==> config.mk <==
export PLATFORM = sky130hd
export DESIGN_NAME = pendulum_swing_up_sequencer
export DESIGN_NICKNAME = d
export VERILOG_FILES = /design/src/sv/psus_pkg.sv /design/src/sv/psus_window.sv /design/src/sv/psus_ctrl.sv /design/src/sv/pendulum_swing_up_sequencer.sv
export SDC_FILE = /design/constraint.sdc
export NUM_CORES = 1
export LEC_CHECK = 0
export ABC_AREA = 1
export BUFFER_PORTS_ARGS = -buffer_cell sky130_fd_sc_hd__buf_4
export CAP_MARGIN = 20
export CORE_ASPECT_RATIO = 0.8
export CORE_MARGIN = 2
export CORE_UTILIZATION = 51
export DETAILED_ROUTE_END_ITERATION = 10
export PLACE_DENSITY = 0.68
export SYNTH_ARGS = -nofsm -noshare
export SYNTH_HDL_FRONTEND = slang
export SYNTH_SLANG_ARGS = --single-unit
export TNS_END_PERCENT = 1
==> constraint.sdc <==
create_clock -name clk -period 5 [get_ports clk]
set_clock_uncertainty 0.2 [all_clocks]
set_input_delay 0.25 -clock clk [delete_from_list [all_inputs] [get_ports clk]]
set_output_delay 0.25 -clock clk [all_outputs]
set_load 0.01 [all_outputs]
==> src/sv/psus_pkg.sv <==
// Shared types, register indexes and reset values for the swing-up sequencer.
package psus_pkg;

	// Widths of the payload fields and registers
	localparam int AngleW  = 16;
	localparam int CmdW    = 2;
	localparam int HalfW   = 15;
	localparam int PushW   = 10;
	localparam int TicksW  = 16;
	localparam int DivW    = 8;
	localparam int DriveW  = 11;
	localparam int WinW    = AngleW + 2;
	localparam int CfgIdxW = 3;
	localparam int CfgDatW = 16;
	localparam int InTdW   = 24;
	localparam int OutTdW  = 24;

	// Register reset values
	localparam logic [AngleW-1:0] CentreAngleRst = 16'd17900;
	localparam logic [HalfW-1:0]  HalfWidthRst   = 15'd3000;
	localparam logic [PushW-1:0]  PushDriveRst   = 10'd35;
	localparam logic [TicksW-1:0] PushTicksRst   = 16'd100;
	localparam logic [DivW-1:0]   JudgeDivRst    = 8'd40;
	localparam logic [DivW-1:0]   InnerDivRst    = 8'd5;
	localparam logic [DivW-1:0]   OuterDivRst    = 8'd50;

	// Register indexes on the configuration port
	localparam logic [CfgIdxW-1:0] REG_CENTRE_ANGLE = 3'd0;
	localparam logic [CfgIdxW-1:0] REG_HALF_WIDTH   = 3'd1;
	localparam logic [CfgIdxW-1:0] REG_PUSH_DRIVE   = 3'd2;
	localparam logic [CfgIdxW-1:0] REG_PUSH_TICKS   = 3'd3;
	localparam logic [CfgIdxW-1:0] REG_JUDGE_DIV    = 3'd4;
	localparam logic [CfgIdxW-1:0] REG_INNER_DIV    = 3'd5;
	localparam logic [CfgIdxW-1:0] REG_OUTER_DIV    = 3'd6;

	// Commands carried with each tick
	localparam logic [CmdW-1:0] CMD_START = 2'd1;
	localparam logic [CmdW-1:0] CMD_STOP  = 2'd2;

	// Run modes
	typedef enum logic [3:0] {
		MODE_STOP       = 4'd0,
		MODE_JUDGE      = 4'd1,
		MODE_LEFT_PUSH  = 4'd2,
		MODE_LEFT_WAIT  = 4'd3,
		MODE_LEFT_PULL  = 4'd4,
		MODE_LEFT_HOLD  = 4'd5,
		MODE_RIGHT_PUSH = 4'd6,
		MODE_RIGHT_WAIT = 4'd7,
		MODE_RIGHT_PULL = 4'd8,
		MODE_RIGHT_HOLD = 4'd9,
		MODE_BALANCE    = 4'd10
	} mode_t;

	// Configuration register set
	typedef struct packed {
		logic [AngleW-1:0] centre_angle;
		logic [HalfW-1:0]  centre_half_width;
		logic [PushW-1:0]  push_drive;
		logic [TicksW-1:0] push_ticks;
		logic [DivW-1:0]   judge_divide;
		logic [DivW-1:0]   inner_divide;
		logic [DivW-1:0]   outer_divide;
	} cfg_t;

	// Window and peak flags for the current tick
	typedef struct packed {
		logic swing_left;
		logic swing_right;
		logic settled;
		logic angle_inside;
	} win_t;

	// One result item
	typedef struct packed {
		logic signed [DriveW-1:0] drive_value;
		logic                     drive_valid;
		mode_t                    mode;
		logic                     pid_reset;
		logic                     inner_update;
		logic                     outer_update;
	} result_t;

endpackage

==> src/sv/psus_window.sv <==
// Balance window compare and swing peak detection over the sample history.
module psus_window (
	input  psus_pkg::cfg_t                     cfg,
	input  logic [psus_pkg::AngleW-1:0]        angle,
	input  logic [psus_pkg::AngleW-1:0]        hist0,
	input  logic [psus_pkg::AngleW-1:0]        hist1,
	output psus_pkg::win_t                     win
);
	import psus_pkg::*;

	logic signed [WinW-1:0] lo;
	logic signed [WinW-1:0] hi;
	logic signed [WinW-1:0] s0;
	logic signed [WinW-1:0] s1;
	logic signed [WinW-1:0] s2;

	// Window edges, wide enough to never overflow
	assign lo = $signed({2'b00, cfg.centre_angle}) - $signed({3'b000, cfg.centre_half_width});
	assign hi = $signed({2'b00, cfg.centre_angle}) + $signed({3'b000, cfg.centre_half_width});

	// Newest sample first; s2 is the oldest after the shift
	assign s0 = $signed({2'b00, angle});
	assign s1 = $signed({2'b00, hist0});
	assign s2 = $signed({2'b00, hist1});

	// Trough beyond the high edge, peak below the low edge, or two samples settled
	always_comb begin
		win.swing_left   = (s0 > hi) && (s1 > hi) && (s2 > hi) && (s1 < s0) && (s1 < s2);
		win.swing_right  = (s0 < lo) && (s1 < lo) && (s2 < lo) && (s1 > s0) && (s1 > s2);
		win.angle_inside = (s0 > lo) && (s0 < hi);
		win.settled      = win.angle_inside && (s1 > lo) && (s1 < hi);
	end

endmodule

==> src/sv/psus_ctrl.sv <==
// Mode sequencer, tick counters and sample history; forms one result per tick.
module psus_ctrl (
	input  logic                         clk,
	input  logic                         arst_n,
	input  logic                         advance,
	input  logic [psus_pkg::AngleW-1:0]  angle,
	input  logic [psus_pkg::CmdW-1:0]    command,
	input  psus_pkg::cfg_t               cfg,
	output psus_pkg::result_t            result
);
	import psus_pkg::*;

	mode_t              mode_q, mode_eff, mode_n;
	logic [DivW-1:0]    judge_cnt_q, judge_cnt_n, judge_inc;
	logic [DivW-1:0]    inner_cnt_q, inner_cnt_n, inner_inc;
	logic [DivW-1:0]    outer_cnt_q, outer_cnt_n, outer_inc;
	logic [TicksW-1:0]  hold_q, hold_n, hold_dec;
	logic [AngleW-1:0]  hist0_q, hist0_n, hist1_q, hist1_n;
	logic signed [DriveW-1:0] push_pos, push_neg;
	win_t               win;

	psus_window u_window (
		.cfg   (cfg),
		.angle (angle),
		.hist0 (hist0_q),
		.hist1 (hist1_q),
		.win   (win)
	);

	assign judge_inc = judge_cnt_q + 1'b1;
	assign inner_inc = inner_cnt_q + 1'b1;
	assign outer_inc = outer_cnt_q + 1'b1;
	assign hold_dec  = hold_q - 1'b1;
	assign push_pos  = $signed({1'b0, cfg.push_drive});
	assign push_neg  = -push_pos;

	// State register: moves only when the tick is handed to the result stage
	always_ff @(posedge clk or negedge arst_n) begin
		if (!arst_n) begin
			mode_q      <= MODE_STOP;
			judge_cnt_q <= '0;
			inner_cnt_q <= '0;
			outer_cnt_q <= '0;
			hold_q      <= '0;
			hist0_q     <= '0;
			hist1_q     <= '0;
		end else if (advance) begin
			mode_q      <= mode_n;
			judge_cnt_q <= judge_cnt_n;
			inner_cnt_q <= inner_cnt_n;
			outer_cnt_q <= outer_cnt_n;
			hold_q      <= hold_n;
			hist0_q     <= hist0_n;
			hist1_q     <= hist1_n;
		end
	end

	// Command first, then the tick in the resulting mode
	always_comb begin
		mode_eff = mode_q;
		if (command == CMD_START) begin
			mode_eff = MODE_JUDGE;
		end else if (command == CMD_STOP) begin
			mode_eff = MODE_STOP;
		end

		mode_n      = mode_eff;
		judge_cnt_n = judge_cnt_q;
		inner_cnt_n = inner_cnt_q;
		outer_cnt_n = outer_cnt_q;
		hold_n      = hold_q;
		hist0_n     = hist0_q;
		hist1_n     = hist1_q;

		result.drive_value  = '0;
		result.drive_valid  = 1'b0;
		result.pid_reset    = 1'b0;
		result.inner_update = 1'b0;
		result.outer_update = 1'b0;

		unique case (mode_eff) inside
			MODE_JUDGE: begin
				result.drive_valid = 1'b1;
				judge_cnt_n = judge_inc;
				if (judge_inc >= cfg.judge_divide) begin
					judge_cnt_n = '0;
					hist0_n = angle;
					hist1_n = hist0_q;
					if (win.swing_left) begin
						mode_n = MODE_LEFT_PUSH;
					end else if (win.swing_right) begin
						mode_n = MODE_RIGHT_PUSH;
					end else if (win.settled) begin
						result.pid_reset = 1'b1;
						mode_n = MODE_BALANCE;
					end
				end
			end
			MODE_LEFT_PUSH, MODE_RIGHT_PULL: begin
				result.drive_valid = 1'b1;
				result.drive_value = push_pos;
				hold_n = cfg.push_ticks;
				mode_n = (mode_eff == MODE_LEFT_PUSH) ? MODE_LEFT_WAIT : MODE_RIGHT_HOLD;
			end
			MODE_RIGHT_PUSH, MODE_LEFT_PULL: begin
				result.drive_valid = 1'b1;
				result.drive_value = push_neg;
				hold_n = cfg.push_ticks;
				mode_n = (mode_eff == MODE_RIGHT_PUSH) ? MODE_RIGHT_WAIT : MODE_LEFT_HOLD;
			end
			MODE_LEFT_WAIT, MODE_RIGHT_WAIT: begin
				hold_n = hold_dec;
				if (hold_dec == '0) begin
					mode_n = (mode_eff == MODE_LEFT_WAIT) ? MODE_LEFT_PULL : MODE_RIGHT_PULL;
				end
			end
			MODE_LEFT_HOLD, MODE_RIGHT_HOLD: begin
				hold_n = hold_dec;
				if (hold_dec == '0) begin
					result.drive_valid = 1'b1;
					mode_n = MODE_JUDGE;
				end
			end
			MODE_BALANCE: begin
				inner_cnt_n = inner_inc;
				if (inner_inc >= cfg.inner_divide) begin
					inner_cnt_n = '0;
					if (win.angle_inside) begin
						result.inner_update = 1'b1;
					end else begin
						result.drive_valid = 1'b1;
						result.pid_reset   = 1'b1;
						mode_n = MODE_STOP;
					end
				end
				outer_cnt_n = outer_inc;
				if (outer_inc >= cfg.outer_divide) begin
					outer_cnt_n = '0;
					result.outer_update = 1'b1;
				end
			end
			default: begin
				// stopped, or a code with no meaning
				result.drive_valid = 1'b1;
				mode_n = MODE_STOP;
			end
		endcase

		result.mode = mode_n;
	end

endmodule

==> src/sv/pendulum_swing_up_sequencer.sv <==
// Pendulum swing-up sequencer top level: input stage, result stage, registers.
// One request per control tick (angle and command) gives exactly one result
// request. A request is registered on entry, the tick is evaluated in one pass
// of compare-and-count logic and the result is registered on exit; a new
// request is taken every clock while the result side keeps up. Configuration
// registers may be written only while no tick is in flight; they take effect
// on the next tick.
module pendulum_swing_up_sequencer (
	input  logic                            clk,
	input  logic                            arst_n,
	// input requests
	input  logic                            s_tvalid,
	output logic                            s_tready,
	input  logic [psus_pkg::InTdW-1:0]      s_tdata,  // angle_sample[15:0], command[17:16]
	// result requests
	output logic                            m_tvalid,
	input  logic                            m_tready,
	output logic [psus_pkg::OutTdW-1:0]     m_tdata,  // drive_value[10:0], drive_valid[11],
	                                                  // mode[15:12], pid_reset[16],
	                                                  // inner_update[17], outer_update[18]
	// register writes
	input  logic                            cfg_we,
	input  logic [psus_pkg::CfgIdxW-1:0]    cfg_index,
	input  logic [psus_pkg::CfgDatW-1:0]    cfg_data
);
	import psus_pkg::*;

	cfg_t               cfg_q;
	logic               valid_s1, valid_s2;
	logic [AngleW-1:0]  sample_s1;
	logic [CmdW-1:0]    command_s1;
	logic               advance;
	result_t            result;
	result_t            result_s2;

	// Configuration registers
	always_ff @(posedge clk or negedge arst_n) begin
		if (!arst_n) begin
			cfg_q.centre_angle      <= CentreAngleRst;
			cfg_q.centre_half_width <= HalfWidthRst;
			cfg_q.push_drive        <= PushDriveRst;
			cfg_q.push_ticks        <= PushTicksRst;
			cfg_q.judge_divide      <= JudgeDivRst;
			cfg_q.inner_divide      <= InnerDivRst;
			cfg_q.outer_divide      <= OuterDivRst;
		end else if (cfg_we) begin
			unique case (cfg_index)
				REG_CENTRE_ANGLE: cfg_q.centre_angle      <= cfg_data[AngleW-1:0];
				REG_HALF_WIDTH:   cfg_q.centre_half_width <= cfg_data[HalfW-1:0];
				REG_PUSH_DRIVE:   cfg_q.push_drive        <= cfg_data[PushW-1:0];
				REG_PUSH_TICKS:   cfg_q.push_ticks        <= cfg_data[TicksW-1:0];
				REG_JUDGE_DIV:    cfg_q.judge_divide      <= cfg_data[DivW-1:0];
				REG_INNER_DIV:    cfg_q.inner_divide      <= cfg_data[DivW-1:0];
				REG_OUTER_DIV:    cfg_q.outer_divide      <= cfg_data[DivW-1:0];
				default: ;
			endcase
		end
	end

	// Handshake: s1 moves on when the result stage is empty or being drained
	assign advance  = valid_s1 && (!valid_s2 || m_tready);
	assign s_tready = !valid_s1 || advance;

	// Input stage
	always_ff @(posedge clk or negedge arst_n) begin
		if (!arst_n) begin
			valid_s1 <= 1'b0;
		end else if (s_tready) begin
			valid_s1 <= s_tvalid;
		end
	end

	always_ff @(posedge clk) begin
		if (s_tvalid && s_tready) begin
			sample_s1  <= s_tdata[AngleW-1:0];
			command_s1 <= s_tdata[AngleW+CmdW-1:AngleW];
		end
	end

	psus_ctrl u_ctrl (
		.clk     (clk),
		.arst_n  (arst_n),
		.advance (advance),
		.angle   (sample_s1),
		.command (command_s1),
		.cfg     (cfg_q),
		.result  (result)
	);

	// Result stage
	always_ff @(posedge clk or negedge arst_n) begin
		if (!arst_n) begin
			valid_s2 <= 1'b0;
		end else if (advance) begin
			valid_s2 <= 1'b1;
		end else if (m_tready) begin
			valid_s2 <= 1'b0;
		end
	end

	always_ff @(posedge clk) begin
		if (advance) begin
			result_s2 <= result;
		end
	end

	assign m_tvalid = valid_s2;
	assign m_tdata  = {5'b00000,
	                   result_s2.outer_update,
	                   result_s2.inner_update,
	                   result_s2.pid_reset,
	                   result_s2.mode,
	                   result_s2.drive_valid,
	                   result_s2.drive_value};

`ifndef SYNTHESIS
	// The inner loop sets the drive itself, so this block never does on that tick
	assert property (@(posedge clk) disable iff (!arst_n)
		m_tvalid |-> !(result_s2.inner_update && result_s2.drive_valid))
		else $error("inner strobe together with a drive setting");

	// A drive value is only given where the tick sets the drive
	assert property (@(posedge clk) disable iff (!arst_n)
		(m_tvalid && !result_s2.drive_valid) |-> (result_s2.drive_value == '0))
		else $error("drive value without drive setting");

	// A PID reset happens only on entering balance or dropping out of it
	assert property (@(posedge clk) disable iff (!arst_n)
		(m_tvalid && result_s2.pid_reset) |->
		(result_s2.mode == MODE_BALANCE || result_s2.mode == MODE_STOP))
		else $error("PID reset outside a balance transition");

	// Loop strobes come only from balance mode or its exit tick
	assert property (@(posedge clk) disable iff (!arst_n)
		(m_tvalid && (result_s2.inner_update || result_s2.outer_update)) |->
		(result_s2.mode == MODE_BALANCE || result_s2.mode == MODE_STOP))
		else $error("loop strobe outside balance mode");

	// A held result stays put until taken
	assert property (@(posedge clk) disable iff (!arst_n)
		(valid_s2 && !m_tready) |=> (valid_s2 && $stable(result_s2)))
		else $error("result stage lost a pending request");
`endif

endmodule
# Word-level counts from Yosys, hierarchy flattened
# Cells that the tools add are included.
dict set report totals {
  ff_bits 196
  inputBits 48
  out_inout_bits 26
  word_cells 138
}
dict set report op_classes {
  n_addsub 7
  n_lt_le_gt_ge 17
  eq_ne 18
  n_mux 33
  reduce_logical 39
}
# cell n
set ops {}
lappend ops {{less-than comparator 17 x 18 -> 1 bit} 3}
lappend ops {{greater-than comparator 16 x 17 -> 1 bit} 3}
lappend ops {{2-to-1 mux 4 bit} 12}
lappend ops {{greater-than comparator 17 x 18 -> 1 bit} 2}
lappend ops {{less-than comparator 16 x 17 -> 1 bit} 2}
lappend ops {{greater-than comparator 16 bit} 2}
lappend ops {{less-than comparator 16 bit} 2}
lappend ops {{case mux 16 bit (2 select lines)} 1}
lappend ops {{adder 8 x 1 -> 8 bit (second input constant)} 3}
lappend ops {{>= comparator 8 bit} 3}
lappend ops {{2-to-1 mux 8 bit} 3}
lappend ops {{case mux 4 bit (6 select lines)} 1}
lappend ops {{case mux 11 bit (2 select lines)} 1}
lappend ops {{AND reduction 2 bit} 11}
lappend ops {{adder 16 x 15 -> 17 bit} 1}
lappend ops {{subtractor 16 x 15 -> 17 bit} 1}
lappend ops {{== test 4 x 3 -> 1 bit (second input constant)} 4}
lappend ops {{logical NOT 16 bit} 1}
lappend ops {{subtractor 16 x 1 -> 16 bit (second input constant)} 1}
lappend ops {{logical AND 1 bit} 13}
lappend ops {{== test 4 bit (second input constant)} 3}
lappend ops {{2-to-1 mux 1 bit} 11}
lappend ops {{negator 10 -> 11 bit} 1}
lappend ops {{== test 3 bit (second input constant)} 3}
lappend ops {{other kinds (16)} 26}

# Depth between registers and ports, before layout
dict set report logic_depth {
  word_depth 10
  ltp_mapped 34
  mapped_depth_nobuf 33
}

# Cells and area by module
# From an unflattened synthesis, not the netlist that was laid out.
dict set report unflattened {
  cells_unflattened 1939
  hier_area_um2 14901.8
}
# mod instances cells_each area_per_inst_um2 seq_area_each_um2
set by_module_without_submodules {}
lappend by_module_without_submodules {psus_ctrl 1 738 5326.4 1901.8}
lappend by_module_without_submodules {psus_window 1 785 5121.2 0.0}
lappend by_module_without_submodules {pendulum_swing_up_sequencer 1 416 4454.3 3223.1}

# Worst setup path before layout
# OpenSTA, ideal clock, no wires.
dict set report synth_path {
  path_type {register to register}
  startpoint {register cfg_q[67] in the netlist's numbering}
  endpoint {register result_s2, in the netlist m_tdata[12] (data pin)}
  setup_ps 259
  arrival_time_ps 3783
  t_required_ps 4541
  path_slack_ps 758
  path_stages_with_launch 29
  path_buffers 1
  synth_period_minus_slack_ps 4242
  cell_sequence {dfstp_2 -> ha_1 -> buf_4 -> o31ai_1 -> a21oi_1 -> o21ai_2 -> a21oi_1 -> o21ai_2 -> a21oi_1 -> o21bai_1 -> a21oi_1 -> o21ai_1 -> xor2_1 -> ha_1 -> nand2_1 -> nor2_1 -> nand2_1 -> inv_1 -> nor2_1 -> o21ai_0 -> a21o_1 -> nand2_1 -> nand2_1 -> a21oi_2 -> nand2_2 -> nand3_1 -> nand2_1 -> nand2_1 -> nand2_2}
}
# element line
set synth_rtl {}
lappend synth_rtl {{start: declaration} pendulum_swing_up_sequencer.sv:28} ;# cfg_t cfg_q;
lappend synth_rtl {{end signal: assignment} pendulum_swing_up_sequencer.sv:103} ;# result_s2 <= result;
lappend synth_rtl {{end: declaration} pendulum_swing_up_sequencer.sv:34} ;# result_t result_s2;

==> impl_metrics.ini <==
[logic_synthesis]
synth-seq-cells = 196
seq_area_frac_synth_pct = 37.6
synth_xor_area_share_pct = 3.54
synth_top_family_by_area = simple AND/OR/NAND/NOR gates
synth_top_flop_cell = dfrtp_1
synth_cell_types = 61
synth_top_area_share_pct = 24.1
yosysWarnings = 0
postSynthCellCount = 1656
synthSimpleGateAreaFrac_pct = 19.1
ys_async_sr_fraction_pct = 81.1
yosys.area.top_type = dfrtp_1
syn_area_um2 = 13600
synthMuxAreaShare_pct = 0
synth.area.top_cells = dfrtp_1 24%, ha_1 17%, nand2_1 9.8%
avgSynthCellArea_um2 = 8.23
synth_compound_area_share_pct = 14.3
synthAdderAreaFrac_pct = 16.9
synth_edf_count = 37

[clock_tree]
root_buffer = clkbuf_16
cts.path.max_buffers = 2
clk_latency_ns = 0.46
cts_made_buffers = 17
clock-sinks = 196
htree_levels = 4
cts_tree = yes
clk_pin_slew_ns = 0.08

[floorplan]
die_w_um = 187
rows = 53
die_h_um = 150
dieArea_um2 = 28000
initial_utilization_pct = 51.9
ioPinCount = 74
core_um2 = 26300

[sta]
relSlewSlack_pct = 40.7
rsz0062_at_grt = false
fin_ws_ns = 0.368
period_minus_slack_ns = 4.63
finalSetupViolations = 0
fmax_mhz = 216
hold_viol_final = 0
finalMaxSlewViolations = 0
fin_crit_sh_pct = 92.6
setup_tns_ns = 0
tightestPinTransition_ns = 0.887

[critical_path]
cp.arrival_ns = 4.64
required_ns = 5.01
crit_slowest_cell = dfstp_2
cp_common_cell = nand2_1
cp_max_fo = 7
crit_path_end_kind = register
crit_type = reg2reg
startpoint_type = register
slowest_delay_ns = 0.56
r2r_cells = 31
rrSetupSlack_ns = 0.37

[drt]
first_iter_violations = 778
drcViolationCount = 0
num_vias = 11300
routed_wl_um = 33600
ant_nets = 0
first_pass_iters = 5
avgViaCountPerCell = 5.36
wire_per_inst_um = 15.9

[outcome]
status = completed

[power_and_ir_drop]
clkPwrFrac_pct = 18.4
swShare_pct = 45.6
comb_power_share_pct = 50.8
leakage_nw = 7.85
p_seq_share_pct = 30.8
p_sw_mw = 3.58
power_density_nw_per_um2 = 508
worst_ir_drop_vdd_v = 0.000283
internal_power_mw = 4.28

[global_routing]
gr-total-overflow = 0
grt.total_usage_pct = 24.8
grt_max_degree = 102
grt_pass1_wl_um = 55300
antenna_found_initial = 0
grt_pass1_vias = 10700

[final_layout]
final_cell_mix = 354 x nand2_1, 242 x inv_1, 180 x ha_1, 154 x o21ai_0, 131 x dfrtp_1
finalNonFillerCells = 2112
fin_nets = 1973
num_antenna_cells = 0
areaGrowthSynthToFinish_pct = 13.5
design_area_um2 = 15500
drive_gt1_share_pct = 11.5
final_common_cell = nand2_1

[placed_design]
post_dp_cell_area_um2 = 14400
hpwl_um = 25400
place_worst_setup_slack_ns = 0.115
place.gp.congestion = 0.937
io_buffer_count = 62
dpl.cell_count = 2044

[min_path]
whs_path_depth = 3
hold_path_class = in2reg

[job]
maxCapViolCount = 0
-- power by group through the flow --
stage                     Clock [mW]  Sequential [mW]  Combinational (mW)
final                           1.45             2.42                3.99
after global routing            1.53             2.47                4.59
after CTS                       1.47             2.41                3.88
after detailed placement           0             2.44                3.82
after global placement             0             2.43                3.70
after floorplan                    0             2.32                2.90
-- cells in the mapped netlist, drive strengths merged, types with 9 or more instances --
cell type	instances
nand2	364
inv	247
ha	181
o21ai	168
dfrtp	131
nor2	107
a21oi	95
nand3	60
xor2	52
edfxtp	37
nand4	36
dfstp	28
clkbuf	26
buf	15
nor3	14
o31ai	11
o211ai	9
o22ai	9
-- area by class of cell --
cell class | instances | area, um^2
Fill cell | 2383 | 10800
Inverter | 250 | 938
Clock buffer | 17 | 425
Sequential cell | 196 | 5120
Timing Repair Buffer | 104 | 905
Clock inverter | 15 | 183
Tap cell | 357 | 447
Multi-Input combinational cell | 1173 | 7440
-- per-stage QoR --
| stage | hold WS (ns) | power [mW] | util, % |
|---|---|---|---|
| 2_1_floorplan | -0.246 | 5.22 | - |
| 3_3_place_gp | 0.0607 | 6.13 | 54.8 |
| 3_5_place_dp | 0.0646 | 6.26 | 54.8 |
| 4_1_cts | 0.0121 | 7.77 | 58.3 |
| 5_1_grt | 0.0543 | 8.59 | 58.9 |
| 6_report | 0.0155 | 7.86 | 58.9 |
-- critical path, delay by kind of cell, from the launching register on --
kind                       cells  cell delay, ns
buffers and inverters          4            0.34
and+or+nand+nor               12            0.94
DFF                            1            0.56
xor gates and xnor gates       1            0.16
adders and majority gates      2            0.47
AOI/OAI and AO/OA             12            1.71
-- sequential cells by signal (all words and copies together), names as in the netlist --
name	flops
u_ctrl.hold_q	16
u_ctrl.hist0_q	16
u_ctrl.judge_cnt_q	8
cfg_q	81
m_tvalid	1
u_ctrl.outer_cnt_q	8
u_ctrl.mode_q	4
valid_s1	1
command_s1	2
u_ctrl.inner_cnt_q	8
sample_s1	16
u_ctrl.hist1_q	16
m_tdata	19
-- per-layer routing --
layer  part of all wire [%]  track usage (%)
met5                      0                0
met4                    1.3             5.99
met3                    5.4             3.87
met2                     43             37.8
met1                     50             36.9
-- timing repair --
item,4_1_cts,5_1_grt
gates resized for setup,0,15
hold buffers,31,0
buffers inserted,0,3
endpoints found under the setup margin,0,9
endpoints found under the hold margin,103,0
-- path summary, 6_finish.rpt --
| kind | start | end |
|---|---|---|
| setup / recovery | cfg_q[67] | m_tdata[12] |
| hold / removal | cfg_data[3] | cfg_q[27] |
| setup reg to reg | cfg_q[67] | m_tdata[12] |
| hold reg to reg | cfg_q[17] | cfg_q[17] |
| max in group asynchronous | arst_n | u_ctrl.outer_cnt_q[0] |
| min in group asynchronous | arst_n | u_ctrl.hist0_q[15] |
-- kinds of logic (layout without fill, tap and decap cells) --
family	count (synthesis)	in the layout
DFF	196	196
other	1	5
AOI/OAI and AO/OA	332	332
xor gates and xnor gates	55	55
adders and majority gates	183	183
buffers and inverters	291	386
and+or+nand+nor	598	598
Note: power is estimated with default switching activity, not from simulation.
